===== src/sv/sobm_pkg.sv =====
`timescale 1ns / 1ps
package sobm_pkg;

    localparam int LINE_DEPTH = 256;
    localparam int COL_W      = $clog2(LINE_DEPTH);
    localparam int CFG_W      = 9;
    localparam int ROW_W      = 9;
    localparam int PIX_W      = 8;
    localparam int GRAD_W     = 11;
    localparam int FIFO_DEPTH = 8;
    localparam int FIFO_AW    = $clog2(FIFO_DEPTH);
    localparam int FIFO_CW    = $clog2(FIFO_DEPTH + 1);

    localparam logic [CFG_W-1:0] W_MAX = CFG_W'(LINE_DEPTH);
    localparam logic [CFG_W-1:0] H_MAX = CFG_W'(256);

    localparam logic KIND_PIXEL = 1'b0;
    localparam logic KIND_FLUSH = 1'b1;

    localparam logic CFG_LINE_LEN   = 1'b0;
    localparam logic CFG_FRAME_ROWS = 1'b1;

    typedef struct packed {
        logic             kind;
        logic [PIX_W-1:0] pix_val;
    } t_in_beat;

    typedef struct packed {
        logic [7:0] edge_magnitude;
        logic [7:0] out_column;
        logic [7:0] out_row;
        logic       frame_done;
    } t_out_beat;

    // one window column: top, mid, bottom
    typedef struct packed {
        logic [PIX_W-1:0] top;
        logic [PIX_W-1:0] mid;
        logic [PIX_W-1:0] bot;
    } t_col;

    typedef struct packed {
        logic             has_row1;
        logic             has_row2;
        logic             flushing;
        logic             row_end;
        logic [COL_W-1:0] col;
        logic [7:0]       out_row;
        logic [PIX_W-1:0] pixel;
    } t_s1_item;

    typedef struct packed {
        logic             en;
        logic [COL_W-1:0] addr;
        logic [PIX_W-1:0] older;
        logic [PIX_W-1:0] newer;
    } t_line_wr;

    typedef struct packed {
        logic      v0;
        logic      v1;
        t_out_beat beat0;
        t_out_beat beat1;
    } t_push;

    function automatic logic [9:0] weigh_121(input logic [PIX_W-1:0] a,
                                             input logic [PIX_W-1:0] b,
                                             input logic [PIX_W-1:0] c);
        return 10'(a) + {1'b0, b, 1'b0} + 10'(c);
    endfunction

    function automatic logic signed [GRAD_W-1:0] grad_x(input t_col l, input t_col r);
        logic [9:0] sl;
        logic [9:0] sr;
        sl = weigh_121(l.top, l.mid, l.bot);
        sr = weigh_121(r.top, r.mid, r.bot);
        return $signed({1'b0, sr}) - $signed({1'b0, sl});
    endfunction

    function automatic logic signed [GRAD_W-1:0] grad_y(input t_col l, input t_col m,
                                                        input t_col r);
        logic [9:0] st;
        logic [9:0] sb;
        st = weigh_121(l.top, m.top, r.top);
        sb = weigh_121(l.bot, m.bot, r.bot);
        return $signed({1'b0, st}) - $signed({1'b0, sb});
    endfunction

    function automatic logic [7:0] clamp_abs(input logic signed [GRAD_W-1:0] g);
        logic [GRAD_W-1:0] a;
        a = g[GRAD_W-1] ? GRAD_W'(-g) : GRAD_W'(g);
        return (a > GRAD_W'(255)) ? 8'd255 : a[7:0];
    endfunction

    function automatic logic [7:0] magnitude(input logic signed [GRAD_W-1:0] gx,
                                             input logic signed [GRAD_W-1:0] gy);
        logic [8:0] s;
        s = {1'b0, clamp_abs(gx)} + {1'b0, clamp_abs(gy)};
        return (s > 9'd255) ? 8'd255 : s[7:0];
    endfunction

endpackage


===== src/sv/sobm_in_if.sv =====
`timescale 1ns / 1ps
interface sobm_in_if;
    logic               valid;
    logic               ready;
    sobm_pkg::t_in_beat data;

    modport source (output valid, output data, input ready);
    modport sink (input valid, input data, output ready);
endinterface


===== src/sv/sobm_out_if.sv =====
`timescale 1ns / 1ps
interface sobm_out_if;
    logic                valid;
    logic                ready;
    sobm_pkg::t_out_beat data;

    modport source (output valid, output data, input ready);
    modport sink (input valid, input data, output ready);
endinterface


===== src/sv/sobm_line_buf.sv =====
`timescale 1ns / 1ps
module sobm_line_buf (
    input  logic                             i_clk,
    input  logic [sobm_pkg::COL_W-1:0]       i_rd_addr,
    input  sobm_pkg::t_line_wr               i_wr,
    output logic [sobm_pkg::PIX_W-1:0]       o_older,
    output logic [sobm_pkg::PIX_W-1:0]       o_newer
);

    logic [sobm_pkg::PIX_W-1:0] r_older_mem [sobm_pkg::LINE_DEPTH];
    logic [sobm_pkg::PIX_W-1:0] r_newer_mem [sobm_pkg::LINE_DEPTH];
    logic [sobm_pkg::PIX_W-1:0] r_older_q;
    logic [sobm_pkg::PIX_W-1:0] r_newer_q;
    logic [sobm_pkg::PIX_W-1:0] r_fwd_older;
    logic [sobm_pkg::PIX_W-1:0] r_fwd_newer;
    logic                       r_fwd_hit;

    always_ff @(posedge i_clk) begin
        if (i_wr.en) begin
            r_older_mem[i_wr.addr] <= i_wr.older;
            r_newer_mem[i_wr.addr] <= i_wr.newer;
        end
        r_older_q <= r_older_mem[i_rd_addr];
        r_newer_q <= r_newer_mem[i_rd_addr];
        r_fwd_older <= i_wr.older;
        r_fwd_newer <= i_wr.newer;
    end

    // read and write of the same entry in one cycle: hand the new data over
    always_ff @(posedge i_clk) begin
        r_fwd_hit <= i_wr.en && (i_wr.addr == i_rd_addr);
    end

    assign o_older = r_fwd_hit ? r_fwd_older : r_older_q;
    assign o_newer = r_fwd_hit ? r_fwd_newer : r_newer_q;

endmodule


===== src/sv/sobm_grad.sv =====
`timescale 1ns / 1ps
module sobm_grad (
    input  logic                         i_clk,
    input  logic                         i_rst_n,
    input  logic                         i_s1_valid,
    input  sobm_pkg::t_s1_item           i_s1,
    input  logic [sobm_pkg::PIX_W-1:0]   i_older,
    input  logic [sobm_pkg::PIX_W-1:0]   i_newer,
    output sobm_pkg::t_line_wr           o_wr,
    output sobm_pkg::t_push              o_push
);

    sobm_pkg::t_col r_win_l;
    sobm_pkg::t_col r_win_m;
    sobm_pkg::t_col cur;
    sobm_pkg::t_col zero_col;

    logic                                r_v0;
    logic                                r_v1;
    logic signed [sobm_pkg::GRAD_W-1:0]  r_gx0;
    logic signed [sobm_pkg::GRAD_W-1:0]  r_gy0;
    logic signed [sobm_pkg::GRAD_W-1:0]  r_gx1;
    logic signed [sobm_pkg::GRAD_W-1:0]  r_gy1;
    logic [7:0]                          r_col0;
    logic [7:0]                          r_col1;
    logic [7:0]                          r_row;
    logic                                r_done;
    logic                                n_v0;
    logic                                n_v1;

    always_comb begin
        cur.top  = i_s1.has_row2 ? i_older : '0;
        cur.mid  = i_s1.has_row1 ? i_newer : '0;
        cur.bot  = i_s1.flushing ? '0 : i_s1.pixel;
        zero_col = '0;
    end

    assign o_wr.en    = i_s1_valid && !i_s1.flushing;
    assign o_wr.addr  = i_s1.col;
    assign o_wr.older = cur.mid;
    assign o_wr.newer = i_s1.pixel;

    assign n_v0 = i_s1_valid && i_s1.has_row1 && (i_s1.col != '0);
    assign n_v1 = i_s1_valid && i_s1.has_row1 && i_s1.row_end;

    always_ff @(posedge i_clk) begin
        if (!i_rst_n) begin
            r_win_l <= '0;
            r_win_m <= '0;
            r_v0    <= 1'b0;
            r_v1    <= 1'b0;
        end else begin
            r_v0 <= n_v0;
            r_v1 <= n_v1;
            if (i_s1_valid) begin
                if (i_s1.row_end) begin
                    r_win_l <= '0;
                    r_win_m <= '0;
                end else begin
                    r_win_l <= r_win_m;
                    r_win_m <= cur;
                end
            end
        end
    end

    // lane 0: centered one column back; lane 1: row-end result, zero column right
    always_ff @(posedge i_clk) begin
        r_gx0  <= sobm_pkg::grad_x(r_win_l, cur);
        r_gy0  <= sobm_pkg::grad_y(r_win_l, r_win_m, cur);
        r_gx1  <= sobm_pkg::grad_x(r_win_m, zero_col);
        r_gy1  <= sobm_pkg::grad_y(r_win_m, cur, zero_col);
        r_col0 <= 8'(i_s1.col - 1'b1);
        r_col1 <= 8'(i_s1.col);
        r_row  <= i_s1.out_row;
        r_done <= i_s1.flushing;
    end

    always_comb begin
        o_push.v0                   = r_v0;
        o_push.v1                   = r_v1;
        o_push.beat0.edge_magnitude = sobm_pkg::magnitude(r_gx0, r_gy0);
        o_push.beat0.out_column     = r_col0;
        o_push.beat0.out_row        = r_row;
        o_push.beat0.frame_done     = 1'b0;
        o_push.beat1.edge_magnitude = sobm_pkg::magnitude(r_gx1, r_gy1);
        o_push.beat1.out_column     = r_col1;
        o_push.beat1.out_row        = r_row;
        o_push.beat1.frame_done     = r_done;
    end

endmodule


===== src/sv/sobm_out_fifo.sv =====
`timescale 1ns / 1ps
module sobm_out_fifo (
    input  logic                             i_clk,
    input  logic                             i_rst_n,
    input  sobm_pkg::t_push                  i_push,
    output logic [sobm_pkg::FIFO_CW-1:0]     o_count,
    sobm_out_if.source                       o_edge
);

    sobm_pkg::t_out_beat               r_mem [sobm_pkg::FIFO_DEPTH];
    logic [sobm_pkg::FIFO_AW-1:0]      r_wptr;
    logic [sobm_pkg::FIFO_AW-1:0]      r_rptr;
    logic [sobm_pkg::FIFO_CW-1:0]      r_count;
    logic [sobm_pkg::FIFO_CW-1:0]      n_count;
    logic [sobm_pkg::FIFO_AW-1:0]      wptr1;
    logic                              pop;

    assign pop   = o_edge.valid && o_edge.ready;
    assign wptr1 = i_push.v0 ? sobm_pkg::FIFO_AW'(r_wptr + 1'b1) : r_wptr;

    always_comb begin
        n_count = r_count + sobm_pkg::FIFO_CW'(i_push.v0) + sobm_pkg::FIFO_CW'(i_push.v1)
                  - sobm_pkg::FIFO_CW'(pop);
    end

    always_ff @(posedge i_clk) begin
        if (i_push.v0) begin
            r_mem[r_wptr] <= i_push.beat0;
        end
        if (i_push.v1) begin
            r_mem[wptr1] <= i_push.beat1;
        end
    end

    always_ff @(posedge i_clk) begin
        if (!i_rst_n) begin
            r_wptr  <= '0;
            r_rptr  <= '0;
            r_count <= '0;
        end else begin
            r_wptr  <= i_push.v1 ? sobm_pkg::FIFO_AW'(wptr1 + 1'b1) : wptr1;
            r_count <= n_count;
            if (pop) begin
                r_rptr <= sobm_pkg::FIFO_AW'(r_rptr + 1'b1);
            end
        end
    end

    assign o_edge.valid = (r_count != '0);
    assign o_edge.data  = r_mem[r_rptr];
    assign o_count      = r_count;

endmodule


===== src/sv/sobel_edge_magnitude_stream_core.sv =====
`timescale 1ns / 1ps
// Channel   Dir  Payload                                          Handshake
// i_pix     in   kind, pix_val                                    valid/ready
// o_edge    out  edge_magnitude, out_column, out_row, frame_done  valid/ready
// i_cfg_*   in   index 0 line length, index 1 frame rows          write enable
//
// One beat per clock while i_pix.ready is high; results pass s1 and gradient registers.
// The line stores are a memory pair with one read and one write port, read at the
// current column; a read in the cycle that writes the same entry is forwarded.
// Output runs through an 8-deep FIFO; i_pix.ready drops only when it plus the
// in-flight results could overflow it. Reset clears counters and window, no memory sweep.
module sobel_edge_magnitude_stream_core (
    input  logic                          i_clk,
    input  logic                          i_rst_n,
    sobm_in_if.sink                       i_pix,
    sobm_out_if.source                    o_edge,
    input  logic                          i_cfg_we,
    input  logic                          i_cfg_index,
    input  logic [sobm_pkg::CFG_W-1:0]    i_cfg_data
);

    logic [sobm_pkg::CFG_W-1:0]   r_width;
    logic [sobm_pkg::CFG_W-1:0]   r_height;
    logic [sobm_pkg::COL_W-1:0]   r_col;
    logic [sobm_pkg::ROW_W-1:0]   r_row;
    logic                         r_s1_valid;
    sobm_pkg::t_s1_item           r_s1;
    sobm_pkg::t_s1_item           n_s1;

    logic [sobm_pkg::CFG_W-1:0]   w_eff;
    logic [sobm_pkg::CFG_W-1:0]   h_eff;
    logic                         flushing;
    logic                         row_end;
    logic                         take;
    logic [sobm_pkg::FIFO_CW-1:0] fifo_count;
    logic [sobm_pkg::FIFO_CW+1:0] reserved;
    logic [sobm_pkg::PIX_W-1:0]   older_q;
    logic [sobm_pkg::PIX_W-1:0]   newer_q;
    sobm_pkg::t_line_wr           line_wr;
    sobm_pkg::t_push              push;

    always_ff @(posedge i_clk) begin
        if (!i_rst_n) begin
            r_width  <= sobm_pkg::CFG_W'(240);
            r_height <= sobm_pkg::CFG_W'(240);
        end else if (i_cfg_we) begin
            case (i_cfg_index)
                sobm_pkg::CFG_LINE_LEN:   r_width  <= i_cfg_data;
                sobm_pkg::CFG_FRAME_ROWS: r_height <= i_cfg_data;
                default: ;
            endcase
        end
    end

    always_comb begin
        w_eff = (r_width == '0) ? sobm_pkg::CFG_W'(1) :
                (r_width > sobm_pkg::W_MAX) ? sobm_pkg::W_MAX : r_width;
        h_eff = (r_height == '0) ? sobm_pkg::CFG_W'(1) :
                (r_height > sobm_pkg::H_MAX) ? sobm_pkg::H_MAX : r_height;
    end

    assign flushing = (r_row >= h_eff);
    assign row_end  = (sobm_pkg::CFG_W'(r_col) + 1'b1 >= w_eff);

    // worst case two results per item still in flight
    assign reserved = (sobm_pkg::FIFO_CW+2)'(fifo_count)
                    + (sobm_pkg::FIFO_CW+2)'(push.v0)
                    + (sobm_pkg::FIFO_CW+2)'(push.v1)
                    + (sobm_pkg::FIFO_CW+2)'({r_s1_valid, 1'b0});
    assign i_pix.ready = (reserved <= (sobm_pkg::FIFO_CW+2)'(sobm_pkg::FIFO_DEPTH - 2));

    // a pixel in the flush row or a flush inside the frame is dropped
    assign take = i_pix.valid && i_pix.ready
               && ((i_pix.data.kind == sobm_pkg::KIND_FLUSH) == flushing);

    always_comb begin
        n_s1.has_row1 = (r_row != '0);
        n_s1.has_row2 = (r_row >= sobm_pkg::ROW_W'(2));
        n_s1.flushing = flushing;
        n_s1.row_end  = row_end;
        n_s1.col      = r_col;
        n_s1.out_row  = 8'(r_row - 1'b1);
        n_s1.pixel    = i_pix.data.pix_val;
    end

    always_ff @(posedge i_clk) begin
        if (!i_rst_n) begin
            r_col      <= '0;
            r_row      <= '0;
            r_s1_valid <= 1'b0;
        end else begin
            r_s1_valid <= take;
            if (take) begin
                if (row_end) begin
                    r_col <= '0;
                    r_row <= flushing ? '0 : sobm_pkg::ROW_W'(r_row + 1'b1);
                end else begin
                    r_col <= sobm_pkg::COL_W'(r_col + 1'b1);
                end
            end
        end
    end

    always_ff @(posedge i_clk) begin
        r_s1 <= n_s1;
    end

    sobm_line_buf u_line_buf (
        .i_clk     (i_clk),
        .i_rd_addr (r_col),
        .i_wr      (line_wr),
        .o_older   (older_q),
        .o_newer   (newer_q)
    );

    sobm_grad u_grad (
        .i_clk      (i_clk),
        .i_rst_n    (i_rst_n),
        .i_s1_valid (r_s1_valid),
        .i_s1       (r_s1),
        .i_older    (older_q),
        .i_newer    (newer_q),
        .o_wr       (line_wr),
        .o_push     (push)
    );

    sobm_out_fifo u_out_fifo (
        .i_clk   (i_clk),
        .i_rst_n (i_rst_n),
        .i_push  (push),
        .o_count (fifo_count),
        .o_edge  (o_edge)
    );

endmodule

===== src/flat_wrapper.sv =====
// flat-port wrapper written by rule: the top's interface ports become plain ports
module sobel_edge_magnitude_stream_core_flat 
  (i_clk, i_rst_n, i_cfg_we, i_cfg_index, i_cfg_data, i_pix_valid, i_pix_data, i_pix_ready, o_edge_valid, o_edge_data, o_edge_ready);
  sobm_in_if i_pix_i ();
  sobm_out_if o_edge_i ();
  input  logic i_clk;
  input  logic i_rst_n;
  input  logic i_cfg_we;
  input  logic i_cfg_index;
  input  logic [sobm_pkg::CFG_W-1:0] i_cfg_data;
  input wire logic [$bits(i_pix_i.valid)-1:0] i_pix_valid;
  input wire logic [$bits(i_pix_i.data)-1:0] i_pix_data;
  output wire logic [$bits(i_pix_i.ready)-1:0] i_pix_ready;
  output wire logic [$bits(o_edge_i.valid)-1:0] o_edge_valid;
  output wire logic [$bits(o_edge_i.data)-1:0] o_edge_data;
  input wire logic [$bits(o_edge_i.ready)-1:0] o_edge_ready;
  assign i_pix_i.valid = i_pix_valid;
  assign i_pix_i.data = i_pix_data;
  assign i_pix_ready = i_pix_i.ready;
  assign o_edge_valid = o_edge_i.valid;
  assign o_edge_data = o_edge_i.data;
  assign o_edge_i.ready = o_edge_ready;
  sobel_edge_magnitude_stream_core u_core (.i_clk(i_clk), .i_rst_n(i_rst_n), .i_pix(i_pix_i), .o_edge(o_edge_i), .i_cfg_we(i_cfg_we), .i_cfg_index(i_cfg_index), .i_cfg_data(i_cfg_data));
endmodule

===== config.mk =====
export PLATFORM = sky130hd
export DESIGN_NAME = sobel_edge_magnitude_stream_core_flat
export DESIGN_NICKNAME = d
export VERILOG_FILES = /design/src/sv/sobm_pkg.sv /design/src/sv/sobm_in_if.sv /design/src/sv/sobm_out_if.sv /design/src/sv/sobm_line_buf.sv /design/src/sv/sobm_grad.sv /design/src/sv/sobm_out_fifo.sv /design/src/sv/sobel_edge_magnitude_stream_core.sv /design/src/flat_wrapper.sv
export SDC_FILE = /design/constraint.sdc
export NUM_CORES = 2
export LEC_CHECK = 0
export ABC_AREA = 0
export BUFFER_PORTS_ARGS = -buffer_cell sky130_fd_sc_hd__clkbuf_2
export CAP_MARGIN = 0
export CORE_ASPECT_RATIO = 1.1
export CORE_MARGIN = 3
export CORE_UTILIZATION = 59
export CTS_BUF_LIST = sky130_fd_sc_hd__clkbuf_2
export DETAILED_ROUTE_END_ITERATION = 10
export PLACE_DENSITY = 0.78
export SETUP_SLACK_MARGIN = 0.2
export SLEW_MARGIN = 40
export SYNTH_ARGS = -nofsm -noshare
export SYNTH_HDL_FRONTEND = slang
export SYNTH_MEMORY_MAX_BITS = 65536
export SYNTH_SLANG_ARGS = --single-unit
export TNS_END_PERCENT = 30

===== constraint.sdc =====
create_clock -name i_clk -period 10.5 [get_ports i_clk]
set_input_delay 1.05 -clock i_clk [delete_from_list [all_inputs] [get_ports i_clk]]
set_output_delay 1.05 -clock i_clk [all_outputs]
set_load 0.02 [all_outputs]

==> impl_metrics.yaml <==
sta:
  finalSetupViolCount: 0
  finalCritPeriodShare_pct: 52.6
  slew_violations: 0
  tightest_slew_ns: 0.956
  slew_headroom_pct: 36.2
  clock_skew_ns: 0.236
  timing.fmax_ghz: 0.181
  rsz0062_at_grt: "false"
  min_period_ns: 5.52
  tns_ns: 0
  finalHoldViolCount: 0
outcome:
  status: "finished clean"
die:
  die_h_um: 582
  core_area_um2: 299000
  ios: 51
  fp.dieW_um: 530
  num_rows: 210
  initial_core_util_pct: 59.6
  die_area_um2: 309000
worst_setup_path:
  required_ns: 9.45
  crit_fanout: 71
  setup.worst_path.end_class: "output port"
  worstSetupPathType: "reg2out"
  reg2reg_slack_ns: 5.59
  r2r_cells: 13
  cp_data_arrival_time_ns: 4.47
  start_kind: "register"
power:
  leakagePower_uw: 0.0587
  peakVddDrop_v: 0.000102
  p_per_area_nw_per_um2: 176
finish:
  multi_input_area_um2: 42000
  final_area_um2: 196000
  drive_gt1_share_pct: 29.1
  area_delta_synth_final_pct: 9.73
  nets: 10400
  utilization_pct: 65.4
  n_fill_cell: 19200
  layout.area.seq_um2: 134000
drt:
  via_count: 96600
  drcViolationCount: 0
  drtIter0Drc: 13600
  routed_wl_um: 445000
  ant_nets: 0
  first_pass_iters: 6
  wl_per_cell_um: 30.0
  via_per_inst: 6.51
synth:
  avgSynthCellArea_um2: 19.6
  ys_ff_latch: 4525
  async_reset_ff_share_pct: 0
  synth-seq-area-share_pct: 75.0
  synth_cell_types: 64
  synth_edf_count: 4296
  ys_warn_count: 0
  synth_top_flop_cell: "edfxtp_1"
  netlist_area_um2: 178000
  netlist_instances: 9090
  synth_nets: 9320
run:
  cap_viol_max_count: 0
placed_design:
  gp_congestion: 0.920
  placed_area_um2: 185000
  io_buffers: 50
  dp_hpwl_um: 260000
grt:
  grt_max_degree: 181
  grt_pass1_wl_um: 649000
  grt_pass1_vias: 97600
  antenna_found_initial: 22
  grt_use_total_pct: 28.8
  overflow: 0
clock_network:
  clk_latency_ns: 2.02
  clk_pin_slew_ns: 0.10
  cts_buffer_depth: 4
  post_cts_resized: 0
  cts.htree.levels: 7
  clock-root-buffer: "clkbuf_2"
  cts.sinks: 4525
  numCtsBuffers: 1048
  cts_tree: "done"
  cts_setup_buffers: 0
worst_hold_path:
  whs_path_depth: 5
  hp-class: "in2reg"
-- kinds of logic (layout without fill, tap and decap cells) --
| kind of cell | count (synthesis) | count (layout) | share of synthesized area (%) |
|---|---|---|---|
| simple gates | 1041 | 1041 | 2.69 |
| buf+inv | 709 | 2530 | 1.76 |
| fa+ha+maj | 206 | 206 | 1.81 |
| flops | 4525 | 4525 | 75.0 |
| other cells | 0 | 11 | 0 |
| compound gates | 980 | 980 | 3.62 |
| xor+xnor | 98 | 98 | 0.489 |
| mux | 1531 | 1531 | 14.6 |
-- registers in the layout (all words and copies together) (netlist names), 9 cells and up, named ones only --
name,cells
u_core.u_out_fifo.r_mem,200
u_core.u_grad.r_gx1,11
u_core.u_grad.r_gx0,11
u_core.u_grad.r_gy0,11
u_core.u_grad.r_gy1,11
u_core.u_line_buf.r_newer_mem,2048
u_core.u_grad.r_win_l,24
u_core.u_line_buf.r_older_mem,2048
u_core.u_grad.r_win_m,24
u_core.r_height,9
u_core.r_row,9
u_core.r_width,9
u_core.r_s1,28
-- layout make-up --
class / instances / area share (%)
Antenna cell: 11 / 0.0141
Clock buffer: 1504 / 3.85
Clock inverter: 305 / 1.00
Inverter: 193 / 0.401
Multi-Input combinational cell: 3856 / 21.5
Sequential cell: 4525 / 68.4
Tap cell: 3922 / 2.51
Timing Repair Buffer: 528 / 2.38
-- cell usage after synthesis (3+ instances only) --
master | number | area, um^2
nor2b_1 | 24 | 150
buf_6 | 4 | 45.0
or2_2 | 3 | 18.8
and2_1 | 15 | 93.8
o21a_1 | 5 | 37.5
a22o_1 | 96 | 841
and3_1 | 9 | 56.3
o21bai_1 | 10 | 75.1
a22oi_1 | 129 | 968
o31ai_1 | 14 | 105
dfxtp_1 | 229 | 4580
xor2_1 | 54 | 473
o22ai_1 | 278 | 1740
a211oi_1 | 18 | 135
or4_1 | 5 | 37.5
ha_1 | 119 | 1490
nand2_1 | 177 | 664
or3_1 | 14 | 87.6
nand3_1 | 80 | 400
buf_1 | 57 | 214
nand3b_1 | 3 | 22.5
edfxtp_1 | 4296 | 129000
a21o_1 | 18 | 135
nor3b_1 | 8 | 60.1
nor2_1 | 397 | 1490
nor3_1 | 168 | 841
buf_4 | 85 | 638
inv_1 | 191 | 717
a32o_1 | 7 | 70.1
o211ai_1 | 25 | 188
mux4_2 | 850 | 19100
a21oi_1 | 266 | 1330
buf_2 | 106 | 531
nand2b_1 | 23 | 144
clkbuf_1 | 264 | 991
a221oi_1 | 49 | 429
xnor2_1 | 43 | 377
o21ai_0 | 27 | 135
o21ai_1 | 20 | 100
mux2i_1 | 577 | 5780
nor4_1 | 73 | 457
nand4_1 | 36 | 225
fa_1 | 87 | 1740
mux2_2 | 104 | 1170
-- path summary, 6_finish.rpt --
check	start	end
min reg2reg	u_core.r_s1[15]	u_core.u_grad.r_row[7]
max reg2reg	u_core.r_col[1]	u_core.r_col[0]
max	u_core.r_s1_valid	i_pix_ready
min	i_cfg_index	u_core.r_height[1]
-- worst max-delay path: stages (launching register included) --
cell      delay (ns)
dfxtp_1         0.31
buf_4           0.20
inv_2           0.06
buf_4           0.64
fa_1            0.36
xnor3_1         0.24
a32oi_1         0.27
o21a_1          0.27
clkbuf_2        0.20
-- power breakdown --
| group | internal [uW] | leakage [uW] | switching [uW] |
|---|---|---|---|
| clock network | 4440 | 0.00719 | 6740 |
| registers | 19700 | 0.0363 | 163 |
| logic | 1420 | 0.0152 | 1840 |
| total | 25600 | 0.0587 | 8750 |
-- routing by layer --
layer | part of all wire (%) | track usage, % | vias to the layer above
met4 | 4.3 | 12.3 | 22
met5 | 0.033 | 0 | -
li1 | - | - | 39800
met2 | 48 | 44.1 | 6835
met3 | 13 | 8.01 | 989
met1 | 35 | 39.3 | 48900
-- metrics by stage --
step | power [uW] | std cells | hold slack, ns | setup slack (ns)
2_1_floorplan | 22700 | 9090 | 0.310 | 0.525
3_3_place_gp | 23300 | 12900 | 0.312 | 5.31
3_5_place_dp | 23500 | 13000 | 0.312 | 5.56
4_1_cts | 34500 | 14800 | 0.0321 | 4.82
5_1_grt | 35800 | 14800 | 0.180 | 4.69
6_report | 34300 | 14800 | 0.284 | 4.98
-- repair_timing --
item,CTS,global route
hold buffers,54,0
endpoints found under the hold margin,55,0
setup endpoints to repair,0,0
-- placed cells by master (no fill, tap or decap), types with 25 or more instances in the layout --
cell,n
edfxtp_1,4296
clkbuf_2,1554
mux4_2,850
mux2i_1,576
buf_4,359
nor2_1,346
o22ai_1,272
a21oi_1,262
dfxtp_1,213
clkinv_1,195
inv_1,183
nand2_1,173
nor3_1,167
a22oi_1,128
ha_1,119
mux2_2,104
a22o_1,96
fa_1,87
nand3_1,73
nor4_1,60
xor2_1,54
dlygate4sd3_1,54
a221oi_1,49
xnor2_1,43
nand4_1,36
inv_2,33
nor2_2,28
o21ai_0,27
buf_12,27
o211ai_1,25
No activity file was read; power rests on OpenSTA's default activity.
